## src/rtl/core/int_to_padded_decimal_ascii_unit_macros.svh

```systemverilog
// assertion helpers for the rtl core
`ifndef INT_TO_PADDED_DECIMAL_ASCII_UNIT_MACROS_SVH
`define INT_TO_PADDED_DECIMAL_ASCII_UNIT_MACROS_SVH

// same-cycle implication, clocked on i_clk, off while i_rst_n is low
`define ITPDA_ASSERT_IMP(lbl, ante, cons, msg) \
    lbl: assert property (@(posedge i_clk) disable iff (!i_rst_n) \
        (ante) |-> (cons)) else $error(msg);

// next-cycle implication, clocked on i_clk, off while i_rst_n is low
`define ITPDA_ASSERT_NXT(lbl, ante, cons, msg) \
    lbl: assert property (@(posedge i_clk) disable iff (!i_rst_n) \
        (ante) |=> (cons)) else $error(msg);

`endif

```

## src/rtl/core/itpda_pkg.sv

```systemverilog
`default_nettype none

package itpda_pkg;

    localparam int unsigned VALUE_W  = 32;
    localparam int unsigned DIGIT_W  = 4;
    localparam int unsigned NUM_DIGS = 10;
    localparam int unsigned CNT_W    = 6;

    localparam logic [7:0] CHAR_ZERO  = 8'h30;
    localparam logic [7:0] CHAR_MINUS = 8'h2D;

    localparam logic [CNT_W-1:0] WIDTH_RESET = 6'd15;
    localparam logic [CNT_W-1:0] WIDTH_LIMIT = 6'd32;
    localparam logic [CNT_W-1:0] WIDTH_MIN   = 6'd1;

    // ceil(2^35 / 10): exact quotient for any 32-bit dividend after >> 35
    localparam logic [VALUE_W-1:0] RECIP_10    = 32'hCCCC_CCCD;
    localparam int unsigned        RECIP_SHIFT = 35;

    typedef enum logic [3:0] {
        S_IDLE = 4'b0001,
        S_MUL  = 4'b0010,
        S_REM  = 4'b0100,
        S_EMIT = 4'b1000
    } t_state;

endpackage

`default_nettype wire

```

## src/rtl/core/itpda_div10.sv

```systemverilog
`default_nettype none

module itpda_div10 (
    input  wire logic                                i_clk,
    input  wire logic                                i_load,
    input  wire logic [itpda_pkg::VALUE_W-1:0]       i_dividend,
    output logic      [itpda_pkg::VALUE_W-1:0]       o_quot,
    output logic      [itpda_pkg::DIGIT_W-1:0]       o_rem
);

    logic [2*itpda_pkg::VALUE_W-1:0] r_prod;
    logic [itpda_pkg::VALUE_W-1:0]   r_dividend;
    logic [itpda_pkg::VALUE_W-1:0]   w_q10;
    logic [itpda_pkg::VALUE_W-1:0]   w_diff;

    // reciprocal multiply, registered before the remainder step
    always_ff @(posedge i_clk) begin
        if (i_load) begin
            r_prod     <= {{itpda_pkg::VALUE_W{1'b0}}, i_dividend}
                        * {{itpda_pkg::VALUE_W{1'b0}}, itpda_pkg::RECIP_10};
            r_dividend <= i_dividend;
        end
    end

    assign o_quot = {{itpda_pkg::RECIP_SHIFT - itpda_pkg::VALUE_W{1'b0}},
                     r_prod[2*itpda_pkg::VALUE_W-1:itpda_pkg::RECIP_SHIFT]};

    // q * 10 as (q << 3) + (q << 1)
    assign w_q10  = {o_quot[itpda_pkg::VALUE_W-4:0], 3'b000}
                  + {o_quot[itpda_pkg::VALUE_W-2:0], 1'b0};
    assign w_diff = r_dividend - w_q10;
    assign o_rem  = w_diff[itpda_pkg::DIGIT_W-1:0];

endmodule

`default_nettype wire

```

## src/rtl/core/int_to_padded_decimal_ascii_unit.sv

```systemverilog
// Signed 32-bit integer to zero-padded decimal ASCII. Each word on the input
// channel is converted to its decimal text, most significant character first,
// one character per output word, with o_last high on the final character and
// no terminator. Negative values (the most negative one included) start with
// '-'; zeros follow the sign until the text, sign included, is pad_width
// characters long. Longer text goes out whole. pad_width resets to 15; a
// written 0 acts as 1 and 33..63 as 32. Write it only while the block is
// idle. The value is split into digits by one shared divide-by-ten unit
// (a registered reciprocal multiply, then a remainder step), one decimal
// digit at a time, 1 to 10 digits. The characters then leave at one per
// cycle, while the receiver is ready, through the output register,
// max(pad_width, text length) of them; i_valid is taken again once the
// last character sits in the output register.
`default_nettype none

module int_to_padded_decimal_ascii_unit (
    input  wire logic                                   i_clk,
    input  wire logic                                   i_rst_n,
    // input words
    input  wire logic                                   i_valid,
    output logic                                        o_ready,
    input  wire logic signed [itpda_pkg::VALUE_W-1:0]   i_value,
    // output words
    output logic                                        o_valid,
    input  wire logic                                   i_ready,
    output logic             [7:0]                      o_char_code,
    output logic                                        o_last,
    // configuration
    input  wire logic                                   i_cfg_valid,
    output logic                                        o_cfg_ready,
    input  wire logic        [itpda_pkg::CNT_W-1:0]     i_cfg_pad_width
);

`include "int_to_padded_decimal_ascii_unit_macros.svh"

    localparam int unsigned DW = itpda_pkg::DIGIT_W;
    localparam int unsigned CW = itpda_pkg::CNT_W;
    localparam int unsigned VW = itpda_pkg::VALUE_W;

    // control state
    itpda_pkg::t_state r_state, n_state;
    logic [CW-1:0]     r_pad;
    logic              r_out_valid, n_out_valid;

    // per-item working state
    logic              r_neg, n_neg;
    logic [VW-1:0]     r_mag, n_mag;
    logic [DW-1:0]     r_nd, n_nd;
    logic [DW-1:0]     r_digs [itpda_pkg::NUM_DIGS];
    logic [CW-1:0]     r_total, n_total;
    logic [CW-1:0]     r_pre, n_pre;
    logic [CW-1:0]     r_k, n_k;

    // output register
    logic [7:0]        r_char, n_char;
    logic              r_last, n_last;

    // divide-by-ten unit
    logic [VW-1:0]     w_quot;
    logic [DW-1:0]     w_rem;

    logic              w_accept;
    logic              w_load;
    logic [CW-1:0]     w_width;
    logic [DW-1:0]     w_nd_new;
    logic [CW-1:0]     w_text;
    logic [CW-1:0]     w_idx6;
    logic [DW-1:0]     w_digit;
    logic              w_last;

    itpda_div10 u_div10 (
        .i_clk      (i_clk),
        .i_load     (r_state == itpda_pkg::S_MUL),
        .i_dividend (r_mag),
        .o_quot     (w_quot),
        .o_rem      (w_rem)
    );

    assign o_ready     = (r_state == itpda_pkg::S_IDLE);
    assign o_cfg_ready = 1'b1;
    assign o_valid     = r_out_valid;
    assign o_char_code = r_char;
    assign o_last      = r_last;

    assign w_accept = i_valid && o_ready;
    // next character goes in when the output register is empty or draining
    assign w_load   = (r_state == itpda_pkg::S_EMIT) && (!r_out_valid || i_ready);

    // clamp the configured width to 1..32
    always_comb begin
        priority if (r_pad == '0) begin
            w_width = itpda_pkg::WIDTH_MIN;
        end else if (r_pad > itpda_pkg::WIDTH_LIMIT) begin
            w_width = itpda_pkg::WIDTH_LIMIT;
        end else begin
            w_width = r_pad;
        end
    end

    // length bookkeeping once the final digit is known
    assign w_nd_new = r_nd + 1'b1;
    assign w_text   = {{(CW - DW){1'b0}}, w_nd_new} + {{(CW - 1){1'b0}}, r_neg};

    // digit for the current position, counted from the least significant end
    assign w_idx6  = r_total - 1'b1 - r_k;
    assign w_digit = r_digs[w_idx6[DW-1:0]];
    assign w_last  = (r_k == r_total - 1'b1);

    always_comb begin
        n_state     = r_state;
        n_neg       = r_neg;
        n_mag       = r_mag;
        n_nd        = r_nd;
        n_total     = r_total;
        n_pre       = r_pre;
        n_k         = r_k;
        n_char      = r_char;
        n_last      = r_last;
        n_out_valid = r_out_valid;

        if (r_out_valid && i_ready) begin
            n_out_valid = 1'b0;
        end

        unique case (r_state)
            itpda_pkg::S_IDLE: begin
                if (w_accept) begin
                    n_neg   = i_value[VW-1];
                    n_mag   = i_value[VW-1] ? (~i_value + 1'b1) : i_value;
                    n_nd    = '0;
                    n_state = itpda_pkg::S_MUL;
                end
            end
            itpda_pkg::S_MUL: begin
                n_state = itpda_pkg::S_REM;
            end
            itpda_pkg::S_REM: begin
                n_nd  = w_nd_new;
                n_mag = w_quot;
                if (w_quot == '0) begin
                    n_total = (w_text > w_width) ? w_text : w_width;
                    n_pre   = n_total - {{(CW - DW){1'b0}}, w_nd_new};
                    n_k     = '0;
                    n_state = itpda_pkg::S_EMIT;
                end else begin
                    n_state = itpda_pkg::S_MUL;
                end
            end
            itpda_pkg::S_EMIT: begin
                if (w_load) begin
                    n_out_valid = 1'b1;
                    n_last      = w_last;
                    if (r_k < r_pre) begin
                        n_char = (r_neg && r_k == '0) ? itpda_pkg::CHAR_MINUS
                                                      : itpda_pkg::CHAR_ZERO;
                    end else begin
                        n_char = itpda_pkg::CHAR_ZERO + {{(8 - DW){1'b0}}, w_digit};
                    end
                    n_k = r_k + 1'b1;
                    if (w_last) begin
                        n_state = itpda_pkg::S_IDLE;
                    end
                end
            end
            default: begin
                n_state = itpda_pkg::S_IDLE;
            end
        endcase
    end

    // control registers
    always_ff @(posedge i_clk) begin
        if (!i_rst_n) begin
            r_state     <= itpda_pkg::S_IDLE;
            r_out_valid <= 1'b0;
            r_pad       <= itpda_pkg::WIDTH_RESET;
        end else begin
            r_state     <= n_state;
            r_out_valid <= n_out_valid;
            if (i_cfg_valid && o_cfg_ready) begin
                r_pad <= i_cfg_pad_width;
            end
        end
    end

    // working and output registers
    always_ff @(posedge i_clk) begin
        r_neg   <= n_neg;
        r_mag   <= n_mag;
        r_nd    <= n_nd;
        r_total <= n_total;
        r_pre   <= n_pre;
        r_k     <= n_k;
        r_char  <= n_char;
        r_last  <= n_last;
    end

    // digit store, filled least significant first
    always_ff @(posedge i_clk) begin
        if (r_state == itpda_pkg::S_REM) begin
            r_digs[r_nd] <= w_rem;
        end
    end

    `ITPDA_ASSERT_IMP(a_rem_range, r_state == itpda_pkg::S_REM, w_rem < 4'd10,
        "remainder out of decimal range")
    `ITPDA_ASSERT_NXT(a_accept_mul, w_accept, r_state == itpda_pkg::S_MUL,
        "accepted word did not start conversion")
    `ITPDA_ASSERT_IMP(a_pos_bound, r_state == itpda_pkg::S_EMIT, r_k < r_total,
        "character position past text length")
    `ITPDA_ASSERT_IMP(a_digit_idx, w_load && (r_k >= r_pre),
        w_idx6 < {{(CW - DW){1'b0}}, r_nd}, "digit index beyond stored digits")
    `ITPDA_ASSERT_NXT(a_last_idle, w_load && w_last,
        (r_state == itpda_pkg::S_IDLE) && o_valid && o_last,
        "final character did not close the text")

endmodule

`default_nettype wire

```

## config.mk

```make
export PLATFORM = sky130hd
export DESIGN_NAME = int_to_padded_decimal_ascii_unit
export DESIGN_NICKNAME = d
export VERILOG_FILES = /design/src/rtl/core/itpda_pkg.sv /design/src/rtl/core/itpda_div10.sv /design/src/rtl/core/int_to_padded_decimal_ascii_unit.sv
export VERILOG_INCLUDE_DIRS = /design/src /design/src/rtl/core
export SDC_FILE = /design/constraint.sdc
export NUM_CORES = 1
export LEC_CHECK = 0
export BUFFER_PORTS_ARGS = -buffer_cell sky130_fd_sc_hd__buf_2
export CORE_MARGIN = 2
export CORE_UTILIZATION = 48
export DETAILED_ROUTE_END_ITERATION = 10
export HOLD_SLACK_MARGIN = 0.12
export PLACE_DENSITY = 0.71
export SETUP_SLACK_MARGIN = 0.05
export SLEW_MARGIN = 20
export SYNTH_ARGS = -nofsm -noshare
export SYNTH_HDL_FRONTEND = slang
export SYNTH_SLANG_ARGS = --single-unit
export TNS_END_PERCENT = 1
```

## constraint.sdc

```tcl
create_clock -name i_clk -period 18.3 [get_ports i_clk]
set_input_delay 3.66 -clock i_clk [delete_from_list [all_inputs] [get_ports i_clk]]
set_output_delay 3.66 -clock i_clk [all_outputs]
set_load 0.02 [all_outputs]
```

# After elaboration in Yosys (flattened, before gate mapping)
# Memories as Yosys holds them, arrays and structs flattened.
# Index checks and enable logic that the tools add are counted.
[word_totals]
reg_bits = 143
ramBits = 40
in_bits = 43
n_memories = 1
[mem_list]
columns = ["memory", "words", "width", "read_ports", "rd_ports_with_merged_regs", "write_ports", "line", "text"]
rows = [
  ["r_digs", 10, 4, 1, 0, 1, "int_to_padded_decimal_ascii_unit.sv:49", "logic [DW-1:0] r_digs [itpda_pkg::NUM_DIGS];"],
]
[op_classes]
addsub = 10
multipliers = 1
order_cmp = 3
n_eq_ne = 9
mux = 23
bitwise_logic = 1
n_reduce_logical = 17
[op_table]
columns = ["op", "count"]
rows = [
  ["multiplier 32 x 32 -> 64 bit (second input constant)", 1],
  ["two-way mux 32 bit", 2],
  ["one-hot mux 32 bit (2 select lines)", 1],
  ["adder 32 x 1 -> 32 bit (second input constant)", 1],
  ["zero test 32 bit", 1],
  ["NOT 32 bit", 1],
  ["two-way mux 6 bit", 5],
  ["two-way mux 4 bit", 5],
  ["one-hot mux 4 bit (4 select lines)", 1],
  ["zero test 6 bit", 2],
  ["one-hot mux 6 bit (2 select lines)", 1],
  ["one-hot mux 4 bit (2 select lines)", 1],
  ["AND reduction 2 bit", 4],
  ["subtractor 4 bit", 2],
  ["adder 6 x 4 -> 7 bit (first input constant)", 1],
  ["two-way mux 7 bit", 1],
  ["adder 6 x 1 -> 6 bit (second input constant)", 1],
  ["equality test 6 bit", 1],
  ["greater-than comparator 5 x 6 -> 1 bit", 1],
  ["greater-than comparator 6 bit (second input constant)", 1],
  ["less-than comparator 6 bit", 1],
  ["!= test 2 bit (second input constant)", 3],
  ["AND reduction 3 bit", 2],
  ["subtractor 6 x 1 -> 6 bit (second input constant)", 1],
  ["15 further kinds", 23],
]

# Longest topological paths before layout
[logic_depth]
ltp_word = 6
mapped_depth = 25
depth_no_buf = 25

# By module
# Synthesis repeated with hierarchy kept, for this count alone.
[unflattened]
hier_cells = 2205
area_unflattened_um2 = 23679.0
[by_module_without_submodules]
columns = ["mod", "instances", "cells_each", "area_each_um2", "seq_area_each_um2"]
rows = [
  ["itpda_div10", 1, 1689, 17603.1, 991.0],
  ["int_to_padded_decimal_ascii_unit", 1, 516, 6075.8, 3253.1],
]

# Worst setup path before layout
# No wires, ideal clock.
[synth_timing]
path_type = "flip-flop to flip-flop"
start = "register r_mag[18]"
end = "register u_div10.r_prod[58] in the netlist's numbering (data pin)"
setup_ns = 0.260
arrival_time_ns = 6.738
required_ns = 18.040
path_slack_ns = 11.302
path_stages_with_launch = 24
n_path_buf = 0
cell_sequence = "edfxtp_1 -> ha_1 -> inv_1 -> fa_1 -> inv_1 -> fa_1 -> inv_1 -> fa_1 -> inv_1 -> fa_1 -> fa_1 -> fa_1 -> inv_1 -> fa_1 -> inv_1 -> ha_1 -> nand4_1 -> or4_1 -> a211oi_1 -> o31ai_2 -> o311a_1 -> o21ai_2 -> a221oi_2 -> xnor2_1"
[synth_via]
elab_chain_len = 1
[synth_lines]
columns = ["element", "line", "text"]
rows = [
  ["start: declaration", "int_to_padded_decimal_ascii_unit.sv:47", "logic [VW-1:0] r_mag, n_mag;"],
  ["start signal: assignment", "int_to_padded_decimal_ascii_unit.sv:189", "r_mag <= n_mag;"],
  ["multiplier 32 x 32 -> 64 bit", "itpda_div10.sv:20", "* {{itpda_pkg::VALUE_W{1'b0}}, itpda_pkg::RECIP_10};"],
  ["end signal: assignment", "itpda_div10.sv:19", "r_prod <= {{itpda_pkg::VALUE_W{1'b0}}, i_dividend}"],
  ["end: declaration", "itpda_div10.sv:11", "logic [2*itpda_pkg::VALUE_W-1:0] r_prod;"],
]
# Every way passes these cells.
# A chain may end at the register's enable or synchronous reset.

# Worst setup path after layout
[layout_timing]
start = "register r_mag[19]"
end = "register u_div10.r_prod[58] in the netlist's numbering (data pin)"
# Same word-level chain as after synthesis.

==> out/metrics.cfg <==
[clock_tree]
cts_resized = 0
postCtsSetupBuffers = 0
path_clk_slew_ns = 0.08
h-tree-depth = 4
cts_tree = yes
cts_buffer_depth = 2
worstSkewPairLatency_ns = 0.47
cts_buffers = 17
cts-root-buf = clkbuf_16
clock_sinks = 145
cts_hold_buf = 0

[global_routing]
grt_max_degree = 63
grt.total_usage_pct = 26.9
gr-total-overflow = 0
grt_pass1_wl_mm = 101
grt_pass1_vias = 17240
antenna_found_initial = 0

[routing]
drt_iter0_drc = 1214
routed_wl_mm = 66.1
wl_per_cell_um = 22.3
detail_route.first_pass.iterations = 5
viasPerCell = 5.42
vias = 16088
drc = 0
ant_nets = 0

[timing]
fin_setup_tns_ns = 0
final-max-slew-violation-count = 0
post-route-min-period_ns = 8.46
fmax_mhz = 118
relSlewSlack_pct = 36.3
worstMarginPinSlew_ns = 0.945
fin_crit_sh_pct = 46.3
setup_violations = 0
final_hold_viol_count = 0
rsz0062_at_grt = false
fin_skew_ns = 0.0232

[worst_setup_path]
path_cells = ha_1 -> inv_1 -> fa_1 -> inv_1 -> fa_1 -> inv_1 -> fa_1 -> inv_1 -> fa_1 -> fa_1 -> fa_1 -> fa_1 -> ha_1 -> nand2_1 -> or4_1 -> a211oi_1 -> o31ai_2 -> o311a_1 -> o21ai_2 -> a221oi_2 -> xnor2_1
worstReg2RegEnd = u_div10.r_prod[58]
r2r_slack_ns = 9.84
rr_startpoint = r_mag[19]
endpoint_kind = flop
cp.required_ns = 18.50
cp_top_family = adder cells
startpoint_type = flop
critPathSlowestCell = a211oi_1
reg2reg_depth = 21
critPathMaxStageDelay_ns = 0.73
critPathKind = flop to flop
arrival_ns = 8.66
path_buf_inv = 4
crit_fanout = 8
cpMostUsedCell = fa_1

[floorplanning]
die_x_um = 227
core_mm2 = 0.0490
rows = 81
die_area_mm2 = 0.0514
initial_utilization_pct = 48.6
chipHeight_um = 227
ioPinCount = 55

[cells_and_area]
layout_commonest_cell = inv_1
final_cell_mix = 566 x inv_1, 388 x fa_1, 378 x ha_1
area_growth_pct = 6.64
ff_latch_area_mm2 = 0.00424
finalNetCount = 3099
layout-drive-gt1-share_pct = 5.21
n_fill_cell = 4317
multi_input_area_mm2 = 0.0173
antennaDiodeCount = 0

[hold_path]
min_from = r_pad[0]
hold_path_class = flop to flop
whs_path_depth = 2
min_to = r_pad[0]

[synthesis]
netlist_area_mm2 = 0.0238
yosysWarnings = 0
ys_seq_area_share_pct = 17.8
syn_inst = 2253
async_reset_ff_share_pct = 0
synthFlopType = edfxtp_1
synth-edff-count = 134
syn_avg_cell_area_um2 = 10.6
ys_seq_elements = 145
synth_cell_type_count = 67

[job]
cap_violations = 0

[placed_design]
dp_hpwl_mm = 57.9
finalWeightedCongestion = 0.987
portBuffers = 50

[status]
status = completed

==> worst reg2reg max path, stage by stage (launching register included) <==
cell and delay [ns]:
edfxtp_1 0.59, ha_1 0.57, inv_1 0.20, fa_1 0.56
inv_1 0.05, fa_1 0.50, inv_1 0.07, fa_1 0.51
inv_1 0.06, fa_1 0.51, fa_1 0.50, fa_1 0.52
fa_1 0.42, ha_1 0.46, nand2_1 0.20, or4_1 0.62
a211oi_1 0.73, o31ai_2 0.24, o311a_1 0.46, o21ai_2 0.19
a221oi_2 0.10, xnor2_1 0.14
==> cell usage after synthesis, drive strengths merged (30+ instances only) <==
cell      n  area, um2
xnor2    49        429
a21o     37        278
fa      388       7770
edfxtp  134       4020
ha      378       4730
o21ai    86        438
a21oi    64        320
xor2     82        718
inv     566       2120
nand2   110        413
nor2     62        233
clkbuf   30        113
==> through the flow <==
stage	worst slack, ns	hold slack [ns]	cell area, um2	util [%]	instances
after floorplan	11.30	0.442	23800	-	2255
after global placement	10.02	0.468	24800	50.6	2935
after detailed placement	9.92	0.479	24800	50.6	2935
after CTS	9.88	0.501	25400	51.8	2967
after global routing	9.58	0.536	25400	51.9	2967
final	9.84	0.494	25400	51.9	2967
==> flip-flops by register name (all words and copies together) (netlist names), 5 cells and up <==
name	count
r_pre	6
r_digs	40
r_mag	32
r_k	6
r_total	6
o_char_code	5
u_div10.r_prod	31
r_pad	6
==> area by class of cell <==
class / instances / area share [%]
Sequential cell: 145 / 16.7
Inverter: 566 / 8.37
Tap cell: 664 / 3.27
Multi-Input combinational cell: 1508 / 68.1
Clock buffer: 17 / 1.68
Clock inverter: 15 / 0.769
Timing Repair Buffer: 52 / 1.05
==> worst max-delay path by stage <==
stage / cells after the start / startpoint / to
6_report: 21 / r_mag[19] / u_div10.r_prod[58]
5_1_grt: 21 / r_mag[20] / u_div10.r_prod[58]
4_1_cts: 21 / r_mag[20] / u_div10.r_prod[58]
3_5_place_dp: 21 / r_mag[20] / u_div10.r_prod[58]
3_3_place_gp: 21 / r_mag[21] / u_div10.r_prod[58]
2_1_floorplan: 23 / r_mag[18] / u_div10.r_prod[58]
==> logic make-up after synthesis <==
group / after synthesis / share of synthesized area (%)
adders and majority gates: 766 / 52.5
xor gates and xnor gates: 131 / 4.82
other: 2 / 0.0316
muxes: 26 / 1.55
buffers and inverters: 602 / 9.56
and+or+nand+nor: 317 / 6.64
DFF: 145 / 17.8
AOI/OAI and AO/OA: 264 / 7.06
==> metal layers <==
| metal | GRT usage [%] | vias to the layer above | share of wire, % |
|---|---|---|---|
| li1 | - | 7307 | - |
| met2 | 45.9 | 518 | 49 |
| met3 | 4.22 | 97 | 5.6 |
| met5 | 0 | - | 0 |
| met1 | 34.3 | 8166 | 41 |
| met4 | 10.5 | 0 | 4.1 |
Power is left out: the tool's default activity adds up to more than one toggle a clock period on the data nets, which glitch-free logic cannot reach.
